## src/assert_macros.svh

```systemverilog
// Shared assertion wrappers for the segment tree block
`ifndef ASSERT_MACROS_SVH
`define ASSERT_MACROS_SVH

// Check on every clock edge outside reset
`define RARST_ASSERT(lbl, prop, msg) \
  lbl: assert property (@(posedge clk) disable iff (!rst_n) prop) else $error(msg);

// Check on every clock edge, reset included
`define RARST_ASSERT_ALWAYS(lbl, prop, msg) \
  lbl: assert property (@(posedge clk) prop) else $error(msg);

`endif

```

## src/rarst_pkg.sv

```systemverilog
package rarst_pkg;

  localparam int POS_W = 11;
  localparam int SUM_W = 64;
  localparam int VAL_W = 32;

  localparam logic [POS_W-1:0] ACTIVE_SIZE_RST = POS_W'(1024);

  // Request codes
  localparam logic CMD_ADD   = 1'b0;
  localparam logic CMD_QUERY = 1'b1;

  typedef struct packed {
    logic                    command;
    logic [POS_W-1:0]        lo;
    logic [POS_W-1:0]        hi;
    logic signed [VAL_W-1:0] value;
  } in_t;

  typedef struct packed {
    logic signed [SUM_W-1:0] range_sum;
    logic                    bad_range;
  } out_t;

  // Controller to datapath commands
  typedef struct packed {
    logic clr;
    logic load;
    logic pop;
    logic mul;
    logic wr;
    logic fin;
  } ctrl_t;

  // Datapath to controller status
  typedef struct packed {
    logic clear_done;
    logic stack_empty;
  } stat_t;

endpackage

```

## src/rarst_ctrl.sv

```systemverilog
`include "assert_macros.svh"

module rarst_ctrl (
  input  logic             clk,
  input  logic             rst_n,
  input  logic             in_valid,
  output logic             in_ready,
  output logic             out_valid,
  input  logic             out_ready,
  input  rarst_pkg::stat_t stat,
  output rarst_pkg::ctrl_t ctrl
);
  import rarst_pkg::*;

  typedef enum logic [5:0] {
    S_CLEAR = 6'b000001,
    S_IDLE  = 6'b000010,
    S_POP   = 6'b000100,
    S_MUL   = 6'b001000,
    S_WR    = 6'b010000,
    S_FIN   = 6'b100000
  } state_t;

  state_t state_r, state_nxt;
  logic   out_valid_r, out_valid_nxt;
  logic   fin_ok;

  assign fin_ok   = !out_valid_r || out_ready;
  assign in_ready = (state_r == S_IDLE);

  // Next state and commands
  always_comb begin
    state_nxt = state_r;
    ctrl      = '0;
    unique case (state_r)
      S_CLEAR: begin
        ctrl.clr = 1'b1;
        if (stat.clear_done) state_nxt = S_IDLE;
      end
      S_IDLE: begin
        if (in_valid) begin
          ctrl.load = 1'b1;
          state_nxt = S_POP;
        end
      end
      S_POP: begin
        if (stat.stack_empty) begin
          state_nxt = S_FIN;
        end else begin
          ctrl.pop  = 1'b1;
          state_nxt = S_MUL;
        end
      end
      S_MUL: begin
        ctrl.mul  = 1'b1;
        state_nxt = S_WR;
      end
      S_WR: begin
        ctrl.wr   = 1'b1;
        state_nxt = S_POP;
      end
      S_FIN: begin
        if (fin_ok) begin
          ctrl.fin  = 1'b1;
          state_nxt = S_IDLE;
        end
      end
      default: state_nxt = S_CLEAR;
    endcase
  end

  // Result valid: set on finish, drop when taken
  always_comb begin
    out_valid_nxt = out_valid_r;
    if (ctrl.fin) begin
      out_valid_nxt = 1'b1;
    end else if (out_ready) begin
      out_valid_nxt = 1'b0;
    end
  end

  always_ff @(posedge clk) begin
    if (!rst_n) begin
      state_r     <= S_CLEAR;
      out_valid_r <= 1'b0;
    end else begin
      state_r     <= state_nxt;
      out_valid_r <= out_valid_nxt;
    end
  end

  assign out_valid = out_valid_r;

  `RARST_ASSERT(a_load_walk, (in_valid && in_ready) |=> (state_r == S_POP), "request not walked")
  `RARST_ASSERT(a_fin_free, ctrl.fin |=> out_valid_r, "finished result not shown")
  `RARST_ASSERT(a_clear_block, (state_r == S_CLEAR) |-> !in_ready, "request taken while clearing")

endmodule

```

## config.mk

```make
export PLATFORM = sky130hd
export DESIGN_NAME = rarst_ctrl
export DESIGN_NICKNAME = d
export VERILOG_FILES = /design/src/rarst_pkg.sv /design/src/rarst_ctrl.sv
export VERILOG_INCLUDE_DIRS = /design/src /design/src/src
export SDC_FILE = /design/constraint.sdc
export NUM_CORES = 1
export LEC_CHECK = 0
export BUFFER_PORTS_ARGS = -buffer_cell sky130_fd_sc_hd__buf_2
export CAP_MARGIN = 20
export CORE_AREA = 2 2 39 41
export DETAILED_ROUTE_END_ITERATION = 7
export DIE_AREA = 0 0 41 43
export HOLD_SLACK_MARGIN = 0.12
export PLACE_DENSITY = 0.59
export SYNTH_ARGS = -nofsm -noshare
export SYNTH_HDL_FRONTEND = slang
export SYNTH_SLANG_ARGS = --single-unit
export TNS_END_PERCENT = 50
```

## constraint.sdc

```tcl
create_clock -name clk -period 3.5 [get_ports clk]
set_input_delay 0.175 -clock clk [delete_from_list [all_inputs] [get_ports clk]]
set_output_delay 0.175 -clock clk [all_outputs]
set_load 0.02 [all_outputs]
```

# Word-level counts from Yosys, hierarchy flattened
# Index checks and enable logic that the tools add are counted.
# word_totals
out_inout_bits,8
wordCells,31
inputBits,6
ff_bits,7
# op_classes
eq_ne,9
muxes,16
n_reduce_logical,4
# op_table
op,count
one-hot mux 6 bit (6 select lines),1
2-to-1 mux 6 bit,4
2-to-1 mux 1 bit,11
"== test 6 x 1 -> 1 bit, second input constant",1
"== test 6 x 2 -> 1 bit, second input constant",1
"== test 6 x 3 -> 1 bit, second input constant",1
"== test 6 x 4 -> 1 bit, second input constant",1
"== test 6 x 5 -> 1 bit, second input constant",1
"== test 6 bit, second input constant",1
"inequality test 2 bit, second input constant",3
AND reduction 3 bit,1
nonzero test 2 bit,1
logical NOT 1 bit,1
logical OR 1 bit,1

# Logic depth before layout (Yosys ltp)
# Gate-level depths: netlist of run 1.
# depth
ltp_word,5
mapped_depth,5
ltp_nobuf,3

# Worst setup path before layout of run 1
# Ideal clock, no wire load.
# synth_path
path_type,reg-to-output
startpoint,reg state_r[3]
endpoint,out ctrl[3] (netlist name)
setup_slack_ns,2.187
path_buffers,0
required_time_ns,3.325
path_stages_with_launch,4
t_arrival_ns,1.138
path_cell_list,dfxtp_1 > nor4_4 > nand2_1 > nor2_1
# synth_lines
item,line_no,source
"start, declared",rarst_ctrl.sv:24,"state_t state_r, state_nxt;"
"start signal, assigned",rarst_ctrl.sv:87,state_r <= state_nxt;
"end, declared",rarst_ctrl.sv:11,output rarst_pkg::ctrl_t ctrl

==> flow_metrics.py, run 1 <==
metrics = {
    "status": {
        "run_status": "finished clean",
    },
    "critical_path": {
        "startpoint_type": "flop",
        "cpLargestDelayFamily": "simple AND/OR/NAND/NOR gates",
        "critPathLaunch": "state_r[3]",
        "crit_chain": "nor4_4 -> nand2_1 -> nor2_1 -> buf_2",
        "path_max_fanout": 6,
        "rr_startpoint": "state_r[5]",
        "critical_path_buf_inv_count": 1,
        "worst_path_largest_cell_delay_ns": 0.43,
        "critical_path_required_ns": 3.32,
        "critPathArrivalTime_ns": 1.47,
        "setup.worst_path.end_class": "output port",
        "critical-path-slowest-cell": "sky130_fd_sc_hd__nor4_4",
        "critPathKind": "flop to output port",
    },
    "global_routing": {
        "antenna_found_initial": 0,
        "grt.total_usage_pct": 14.1,
        "largest_net_degree_at_the_start_of_global_routing": 9,
        "via_count_of_the_first_global_routing_pass": 411,
        "grt_first_pass_wirelength_um": 1660,
        "globalRoute.totalOverflow": 0,
    },
    "sta": {
        "fmax_ghz": 0.610,
        "postLayoutSetupSlackWorst_ns": 1.86,
        "final_skew_ns": 0.00451,
        "totalNegativeSetupSlack_ns": 0,
        "report.final.hold_viol_count": 0,
        "timing.final.max_slew_violations": 0,
        "finalCriticalPeriod_ns": 1.64,
        "timing.max_slew.rel_slack_pct": 73.4,
        "rsz_0062_raised_after_global_routing": "no",
        "final_min_period_over_clock_period_pct": 46.9,
        "setup_viol": 0,
        "tightestPinTransition_ns": 0.395,
    },
    "die": {
        "initial_utilization_pct": 32.9,
        "pin_count": 14,
        "fp.coreArea_um2": 1380,
        "die_h_um": 43,
        "fp.dieW_um": 41,
        "core_rows": 14,
        "dieArea_um2": 1760,
    },
    "place": {
        "dp_hpwl_um": 735,
        "worst_setup_timing_slack_at_the_placement_stage_ns": 2.13,
        "gp_congestion": 0.833,
        "place.detailed.instances": 77,
        "port_buffers": 13,
    },
    "synth": {
        "synth.ff_latch_count": 7,
        "synth.cell_area_um2": 455,
        "mappedNetlistNets": 56,
        "yosys.cell_types.count": 27,
        "synth.largest_area_cell": "sky130_fd_sc_hd__dfxtp_1",
        "netlist_top_cells_area": "sky130_fd_sc_hd__dfxtp_1 31%, sky130_fd_sc_hd__nor4_4 9.3%, sky130_fd_sc_hd__nor2b_1 6.9%",
        "post-synth-top-area-fraction_pct": 30.8,
        "synthesis.instances": 50,
        "synthesis.yosys.warnings": 0,
        "avgSynthCellArea_um2": 9.11,
        "seq_area_frac_synth_pct": 30.8,
    },
    "clock_tree": {
        "clk_transition_reported_paths_ns": 0.05,
        "number_of_clock_sinks_seen_by_cts": 7,
        "postCtsSetupRepairBufs": 0,
        "cts_max_level": 1,
        "clockRootBuffer": "sky130_fd_sc_hd__clkbuf_4",
        "clock_latency_ns": 0.25,
        "clk_path_buf_depth": 2,
        "ctsResizeCount": 0,
        "hold_buffers": 1,
        "tritoncts": "built",
        "cts-buffers-inserted": 3,
    },
    "power_and_ir_drop": {
        "vdd_ir_drop_max_mv": 0.217,
        "p_leak_nw": 0.263,
        "power_density_nw_per_um2": 465,
    },
    "detailed_routing": {
        "antenna_violating_nets_post_route": 0,
        "drtPass1Iterations": 3,
        "drc": 0,
        "dr_total_vias": 426,
        "viasPerCell": 5.20,
        "route.final.wire_length_um": 927,
        "wl_per_cell_um": 11.3,
        "initialDrtViolationCount": 11,
    },
    "hold_path": {
        "hold_path.class": "input pin to flop",
        "holdCritStartpoint": "rst_n",
    },
    "flow_run": {
        "max_cap_violations": 0,
    },
    "cells_and_area": {
        "design.final.nets": 73,
        "drive_gt1_share_pct": 31.8,
        "n_antenna_cell": 0,
        "layout_commonest_cell": "sky130_fd_sc_hd__buf_2",
        "layout.cells.most_common_list": "13 x sky130_fd_sc_hd__buf_2, 7 x sky130_fd_sc_hd__dfxtp_1, 6 x sky130_fd_sc_hd__nor2_1, 5 x sky130_fd_sc_hd__nor2b_1",
        "post-route-util_pct": 40.3,
        "nFillCells": 151,
        "area_delta_synth_final_pct": 22.5,
        "instances_no_fill": 82,
    },
}
worst register-to-register path: stages (launching register included):
cell                       delay, ns
sky130_fd_sc_hd__dfxtp_1        0.51
sky130_fd_sc_hd__nor4bb_1       0.38
sky130_fd_sc_hd__o21ai_1        0.16
sky130_fd_sc_hd__and3_1         0.22
synth_stat cells:
cell type,number
sky130_fd_sc_hd__o21a_1,2
sky130_fd_sc_hd__nor4b_1,1
sky130_fd_sc_hd__nor3_1,1
sky130_fd_sc_hd__and2_2,1
sky130_fd_sc_hd__nand2_1,2
sky130_fd_sc_hd__buf_4,1
sky130_fd_sc_hd__and3_1,3
sky130_fd_sc_hd__o211a_1,1
sky130_fd_sc_hd__nand3_1,2
sky130_fd_sc_hd__o21ai_1,1
sky130_fd_sc_hd__nor4bb_1,1
sky130_fd_sc_hd__a21oi_1,2
sky130_fd_sc_hd__nor2_1,6
sky130_fd_sc_hd__and2_1,1
sky130_fd_sc_hd__o211ai_1,1
sky130_fd_sc_hd__buf_6,1
sky130_fd_sc_hd__a32oi_1,1
sky130_fd_sc_hd__a2111o_1,1
sky130_fd_sc_hd__a221oi_1,1
sky130_fd_sc_hd__nor2b_1,5
sky130_fd_sc_hd__nor3b_2,1
sky130_fd_sc_hd__nor4_4,2
sky130_fd_sc_hd__inv_1,2
sky130_fd_sc_hd__dfxtp_1,7
sky130_fd_sc_hd__xor2_1,1
sky130_fd_sc_hd__nor4_2,1
sky130_fd_sc_hd__and3b_1,1
layer usage:
layer / vias up / GRT usage [%] / part of all wire, %
met4: 0 / 14.0 / 2.9
met3: 2 / 0 / 2.7
li1: 221 / - / -
met2: 6 / 20.6 / 49
met1: 197 / 17.1 / 45
met5: - / 0 / 0
per-stage QoR:
stage | cell area, um2 | power, W | hold WS, ns
after floorplan | 455 | 0.000166 | 0.246
after global placement | 522 | 0.000191 | 0.380
after detailed placement | 522 | 0.000189 | 0.377
after CTS | 558 | 0.000264 | 0.201
after global routing | 558 | 0.000279 | 0.214
final | 558 | 0.000259 | 0.206
final timing paths:
path                                    to  slack, ns  cells past startpoint
worst min register to register  state_r[5]       0.63                      3
worst min-delay path            state_r[2]       0.21                      2
worst max-delay path               ctrl[3]       1.86                      4
worst max register to register  state_r[4]       2.14                      3
sequential cells by signal, indices dropped and copies added, names as in the netlist:
name and cells:
state_r 6, out_valid 1
area by class of cell:
class	instances	area (um2)	share of cell area [%]
multi-input cells	39	289	51.8
clock buffers	4	26.3	4.71
repair buffers	14	75.1	13.5
well taps	16	20.0	3.59
flip-flops and latches	7	140	25.1
inverters	2	7.51	1.35
power by group:
| group | total (W) | switching (W) | internal (W) |
|---|---|---|---|
| clock network | 0.0000708 | 0.0000274 | 0.0000434 |
| logic | 0.0000861 | 0.0000459 | 0.0000401 |
| registers | 0.000102 | 0.0000153 | 0.0000871 |
cell families (layout without fill, tap and decap cells):
kind of cell | after synthesis | count (layout) | synth area share [%]
AO/OA/AOI/OAI | 10 | 10 | 16.8
XOR/XNOR | 1 | 1 | 1.92
buffers and inverters | 4 | 20 | 5.77
flip-flops | 7 | 7 | 30.8
AND/OR/NAND/NOR | 28 | 28 | 44.8
Note: power is estimated with default switching activity, not from simulation.
==> inputs of run 2 (changes only) <==
ABC_AREA = 1   (was unset)
PLACE_DENSITY = 0.61   (was 0.59)
clock period = 1.4 ns   (was 3.5 ns; I/O delays follow)
==> flow_metrics.py, run 2 <==
metrics = {
    "detailed_routing": {
        "dr_total_vias": 447,
        "met3RoutedLength_um": 46,
        "drtPass1Iterations": 3,
        "wl_per_cell_um": 8.67,
        "routedLengthMet1_um": 354,
        "dr_wl_met2_um": 401,
        "route.final.wire_length_um": 841,
        "highest-signal-layer": "met4",
        "initialDrtViolationCount": 6,
        "drc": 0,
        "viasPerCell": 4.61,
        "antenna_violating_nets_post_route": 0,
    },
    "power_and_ir_drop": {
        "p_leak_nw": 0.315,
        "power.share.clock_pct": 20.6,
        "p_sw_w": 0.000393,
        "internal_power_w": 0.000520,
        "finalPower_w": 0.000912,
        "pwr-share-comb_pct": 47.1,
        "switching_share_pct": 43.0,
        "power.sequential.fraction_pct": 32.3,
        "power_density_nw_per_um2": 1590,
        "vdd_ir_drop_max_mv": 0.790,
    },
    "global_routing": {
        "grt.total_usage_pct": 12.1,
        "antenna_found_initial": 0,
        "largest_net_degree_at_the_start_of_global_routing": 8,
        "grt_first_pass_wirelength_um": 1380,
        "globalRoute.totalOverflow": 0,
        "via_count_of_the_first_global_routing_pass": 378,
    },
    "synth": {
        "synth_enable_flop_cells": 0,
        "yosys.cell_types.count": 15,
        "synth.largest_area_cell": "sky130_fd_sc_hd__dfxtp_1",
        "synthesis.instances": 63,
        "ys.flop_type": "sky130_fd_sc_hd__dfxtp_1",
        "yosysMostFrequentCell": "sky130_fd_sc_hd__inv_1",
        "mappedNetlistNets": 69,
        "synth.ff_latch_count": 7,
        "synth.cells.most_frequent": "13 x sky130_fd_sc_hd__inv_1, 12 x sky130_fd_sc_hd__nor2_1, 7 x sky130_fd_sc_hd__dfxtp_1",
        "avgSynthCellArea_um2": 7.11,
        "synth.cell_area_um2": 448,
        "synthesis.yosys.warnings": 0,
        "netlist_top_cells_area": "sky130_fd_sc_hd__dfxtp_1 31%, sky130_fd_sc_hd__nor2_4 13%, sky130_fd_sc_hd__inv_1 11%",
        "post-synth-top-area-fraction_pct": 31.3,
        "seq_area_frac_synth_pct": 31.3,
        "synth-async-reset-ratio_pct": 0,
    },
    "cells_and_area": {
        "drive_gt1_share_pct": 35.8,
        "largest_reg_flops": 6,
        "n_antenna_cell": 0,
        "area_delta_synth_final_pct": 28.5,
        "design.final.nets": 88,
        "largest_reg_by_ff_count": "state_r",
        "layout.cells.most_common_list": "13 x sky130_fd_sc_hd__inv_1, 12 x sky130_fd_sc_hd__nor2_1, 12 x sky130_fd_sc_hd__buf_2, 6 x sky130_fd_sc_hd__nand2_1, 6 x sky130_fd_sc_hd__dfxtp_1",
        "layout_commonest_cell": "sky130_fd_sc_hd__inv_1",
    },
    "critical_path": {
        "setup.worst_path.end_class": "output port",
        "critPathKind": "flop to output port",
        "path_max_fanout": 6,
        "cpLargestDelayFamily": "simple AND/OR/NAND/NOR gates",
        "critical-path-slowest-cell": "sky130_fd_sc_hd__dfxtp_1",
        "critical-path-top-cell-by-count": "sky130_fd_sc_hd__nor2_4",
        "worst_path_largest_cell_delay_ns": 0.33,
        "crit_chain": "nor2_4 -> and2_4 -> nand2_2 -> nor2_4 -> buf_4",
        "critical_path_required_ns": 1.33,
        "startpoint_type": "flop",
        "critPathArrivalTime_ns": 1.23,
        "critical_path_buf_inv_count": 1,
    },
    "clock_tree": {
        "postCtsSetupRepairBufs": 0,
        "clk_transition_reported_paths_ns": 0.05,
        "number_of_clock_sinks_seen_by_cts": 7,
        "clk_path_buf_depth": 2,
        "clock_latency_ns": 0.26,
        "cts-buffers-inserted": 3,
        "cts_max_level": 1,
        "tritoncts": "built",
        "clockRootBuffer": "sky130_fd_sc_hd__clkbuf_4",
    },
    "hold_path": {
        "hold_path.class": "input pin to flop",
    },
    "sta": {
        "tightestPinTransition_ns": 0.244,
        "fmax_ghz": 0.768,
        "finalCriticalPeriod_ns": 1.30,
        "timing.hold.ws_ns": 0.125,
        "report.final.hold_viol_count": 0,
        "timing.max_slew.rel_slack_pct": 83.7,
        "final_min_period_over_clock_period_pct": 93.0,
        "postLayoutSetupSlackWorst_ns": 0.0978,
        "setup_viol": 0,
        "final_skew_ns": 0.00305,
        "rsz_0062_raised_after_global_routing": "yes",
        "timing.final.max_slew_violations": 0,
    },
    "place": {
        "dp_hpwl_um": 715,
        "port_buffers": 13,
        "worst_setup_timing_slack_at_the_placement_stage_ns": 0.305,
        "gp_congestion": 0.736,
    },
    "die": {
        "pin_count": 14,
        "fp.dieW_um": 41,
        "die_h_um": 43,
        "core_rows": 14,
        "dieArea_um2": 1760,
        "initial_utilization_pct": 32.4,
        "fp.coreArea_um2": 1380,
    },
    "flow_run": {
        "max_cap_violations": 0,
    },
    "status": {
        "run_status": "finished clean",
    },
}
-- run 2: final cells by class --
type,instances,area (um2)
flip-flops and latches,7,141
fillers,150,808
inverters,13,48.8
multi-input cells,42,251
well taps,16,20.0
clock buffers,4,26.3
repair buffers,15,87.6
-- run 2: power by group through the flow --
stage | clock network [W] | registers [W] | logic, W
after CTS | 0.000194 | 0.000292 | 0.000436
after global placement | 0 | 0.000292 | 0.000426
final | 0.000188 | 0.000294 | 0.000430
after global routing | 0.000209 | 0.000299 | 0.000494
after floorplan | 0 | 0.000289 | 0.000344
after detailed placement | 0 | 0.000295 | 0.000430
-- run 2: through the flow --
step / TNS (ns) / cells / util (%) / area, um2
6_report: 0 / 97 / 41.6 / 576
5_1_grt: -0.000194 / 97 / 41.6 / 576
4_1_cts: 0 / 97 / 41.3 / 572
3_5_place_dp: 0 / 91 / 38.0 / 526
3_3_place_gp: 0 / 91 / 38.0 / 526
2_1_floorplan: 0 / 63 / - / 448
-- run 2: kinds of logic after synthesis --
group                  after synthesis  synth area share (%)
AND/OR/NAND/NOR                     40                  53.9
buffers and inverters               14                  12.6
flip-flops                           7                  31.3
AO/OA/AOI/OAI                        2                  2.23
-- run 2: layer usage --
layer,vias to the layer above,global-route usage [%]
met3,5,3.14
met4,0,12.0
met1,194,12.3
met5,-,0
li1,235,-
met2,13,18.1
-- run 2: path summary, 6_finish.rpt --
check | from | endpoint | cells past startpoint | slack (ns)
worst min register to register | state_r[3] | state_r[4] | 2 | 0.57
worst max-delay path | state_r[2] | ctrl[0] | 5 | 0.1
worst max register to register | state_r[2] | state_r[0] | 7 | 0.31
worst min-delay path | stat[1] | state_r[0] | 4 | 0.12
-- run 2: timing repair --
action,CTS,global route
hold buffers,2,0
endpoints found under the hold margin,4,0
resized for setup,0,2
setup endpoints to repair,0,4
-- run 2: worst min-delay path: stages --
cell	delay, ns
sky130_fd_sc_hd__buf_2	0.09
sky130_fd_sc_hd__inv_1	0.07
sky130_fd_sc_hd__a21oi_1	0.07
sky130_fd_sc_hd__nand2_1	0.05
==> inputs of run 3 (changes only) <==
BUFFER_PORTS_ARGS = unset   (was -buffer_cell sky130_fd_sc_hd__buf_2)
DONT_BUFFER_PORTS = 1   (was unset)
PLACE_DENSITY = 0.49   (was 0.61)
clock period = 1.2 ns   (was 1.4 ns; I/O delays follow)
==> flow_metrics.py, run 3 (synthesized netlist as in run 2, its figures left out) <==
metrics = {
    "place": {
        "place.detailed.instances": 83,
        "port_buffers": 0,
        "gp_congestion": 0.789,
        "dp_hpwl_um": 723,
    },
    "status": {
        "failed_checks": "setup timing",
        "run_status": "finished, violations left",
    },
    "critical_path": {
        "path_max_fanout": 3,
        "critical_path_required_ns": 1.14,
        "setup.worst_path.end_class": "output port",
        "startpoint_type": "flop",
        "critPathArrivalTime_ns": 1.21,
        "critPathKind": "flop to output port",
    },
    "detailed_routing": {
        "drtPass1Iterations": 6,
        "initialDrtViolationCount": 9,
        "drc": 0,
        "wl_per_cell_um": 11.8,
        "dr_total_vias": 494,
        "route.final.wire_length_um": 1230,
        "viasPerCell": 4.75,
        "antenna_violating_nets_post_route": 0,
    },
    "cells_and_area": {
        "largest_reg_flops": 6,
        "nFillCells": 139,
        "design.final.nets": 95,
        "regArea_um2": 153,
        "layout_commonest_cell": "sky130_fd_sc_hd__buf_4",
        "layout.cells.most_common_list": "16 x sky130_fd_sc_hd__buf_4, 11 x sky130_fd_sc_hd__inv_1, 11 x sky130_fd_sc_hd__nor2_1, 6 x sky130_fd_sc_hd__nor2_4",
        "largest_reg_by_ff_count": "state_r",
        "area_delta_synth_final_pct": 57.5,
        "n_antenna_cell": 0,
        "drive_gt1_share_pct": 48.9,
        "instances_no_fill": 104,
        "multi_input_area_um2": 275,
    },
    "clock_tree": {
        "clockRootBuffer": "sky130_fd_sc_hd__clkbuf_4",
        "number_of_clock_sinks_seen_by_cts": 7,
        "clk_path_buf_depth": 2,
        "cts-buffers-inserted": 3,
        "tritoncts": "built",
        "cts_max_level": 1,
        "clk_transition_reported_paths_ns": 0.05,
        "clock_latency_ns": 0.26,
    },
    "die": {
        "fp.dieW_um": 41,
        "core_rows": 14,
        "initial_utilization_pct": 32.4,
        "dieArea_um2": 1760,
        "die_h_um": 43,
        "pin_count": 14,
        "fp.coreArea_um2": 1380,
    },
    "sta": {
        "fmax_ghz": 0.788,
        "setup_viol": 3,
        "totalNegativeSetupSlack_ns": -0.187,
        "finalCriticalPeriod_ns": 1.27,
        "report.final.hold_viol_count": 0,
        "postLayoutSetupSlackWorst_ns": -0.0698,
        "timing.final.max_slew_violations": 0,
        "rsz_0062_raised_after_global_routing": "yes",
        "tightestPinTransition_ns": 0.206,
        "timing.max_slew.rel_slack_pct": 86.2,
        "final_min_period_over_clock_period_pct": 106,
        "final_skew_ns": 0.000848,
    },
    "global_routing": {
        "grt_first_pass_wirelength_um": 1770,
        "via_count_of_the_first_global_routing_pass": 441,
        "antenna_found_initial": 0,
        "globalRoute.totalOverflow": 0,
        "grt.total_usage_pct": 15.3,
        "largest_net_degree_at_the_start_of_global_routing": 7,
    },
    "flow_run": {
        "max_cap_violations": 0,
    },
    "power_and_ir_drop": {
        "vdd_ir_drop_max_mv": 0.963,
        "power_density_nw_per_um2": 1840,
        "p_leak_nw": 0.360,
    },
    "hold_path": {
        "hold_path.class": "input pin to flop",
    },
}
## run 3: cell count changes in the layout (fill, tap and decap cells not counted), sizes merged
cell,change
buf,+5
dlygate4sd3,+2
## run 3: per-stage QoR
stage                     worst slack [ns]  cell area [um2]  utilization, %  hold WS [ns]  total power (W)
final                              -0.0698              706            51.0         0.177          0.00130
after global routing                -0.131              706            51.0         0.221          0.00138
after CTS                          -0.0672              641            46.3         0.163          0.00119
after detailed placement             0.108              498            36.0         0.145         0.000854
after global placement               0.116              498            36.0         0.142         0.000863
after floorplan                      0.114              448               -         0.139         0.000738
## run 3: layer usage
metal | wire (um) | vias to the layer above | GRT usage (%)
met4 | 41 | 0 | 12.7
li1 | - | 250 | -
met5 | 0 | - | 0
met3 | 68 | 5 | 3.66
met1 | 500 | 224 | 18.7
met2 | 620 | 15 | 21.3
## run 3: critical path: stages (launching register included)
cell	delay, ns
sky130_fd_sc_hd__dfxtp_4	0.36
sky130_fd_sc_hd__inv_1	0.04
sky130_fd_sc_hd__nor2_1	0.13
sky130_fd_sc_hd__nand3_1	0.14
sky130_fd_sc_hd__nor2_1	0.12
sky130_fd_sc_hd__buf_4	0.15
## run 3: power by group
part / switching (W) / total, W / leakage [nW] / internal [W]
registers: 0.0000597 / 0.000358 / 0.0596 / 0.000299
clock network: 0.0000997 / 0.000227 / 0.0150 / 0.000128
logic: 0.000389 / 0.000716 / 0.286 / 0.000327
## run 3: area by class of cell
cell class,instances,area share (%)
Multi-Input combinational cell,42,39.0
Timing Repair Buffer,22,25.9
Sequential cell,7,21.6
Inverter,13,6.91
Clock buffer,4,3.72
Tap cell,16,2.84
## run 3: what timing repair did
action | in CTS | in global routing
setup buffers | 8 | 5
gates resized for setup | 8 | 9
setup endpoints to repair | 7 | 10
hold endpoints to repair | 7 | 0
hold buffers | 4 | 0
pin swaps | 4 | 5
## run 3: path summary, 6_finish.rpt
check | start | endpoint | slack [ns] | depth (start not counted)
setup / recovery | state_r[1] | ctrl[4] | -0.07 | 5
hold / removal | in_valid | state_r[2] | 0.18 | 4
setup reg to reg | state_r[2] | state_r[1] | 0.02 | 7
hold reg to reg | state_r[4] | state_r[5] | 0.60 | 3
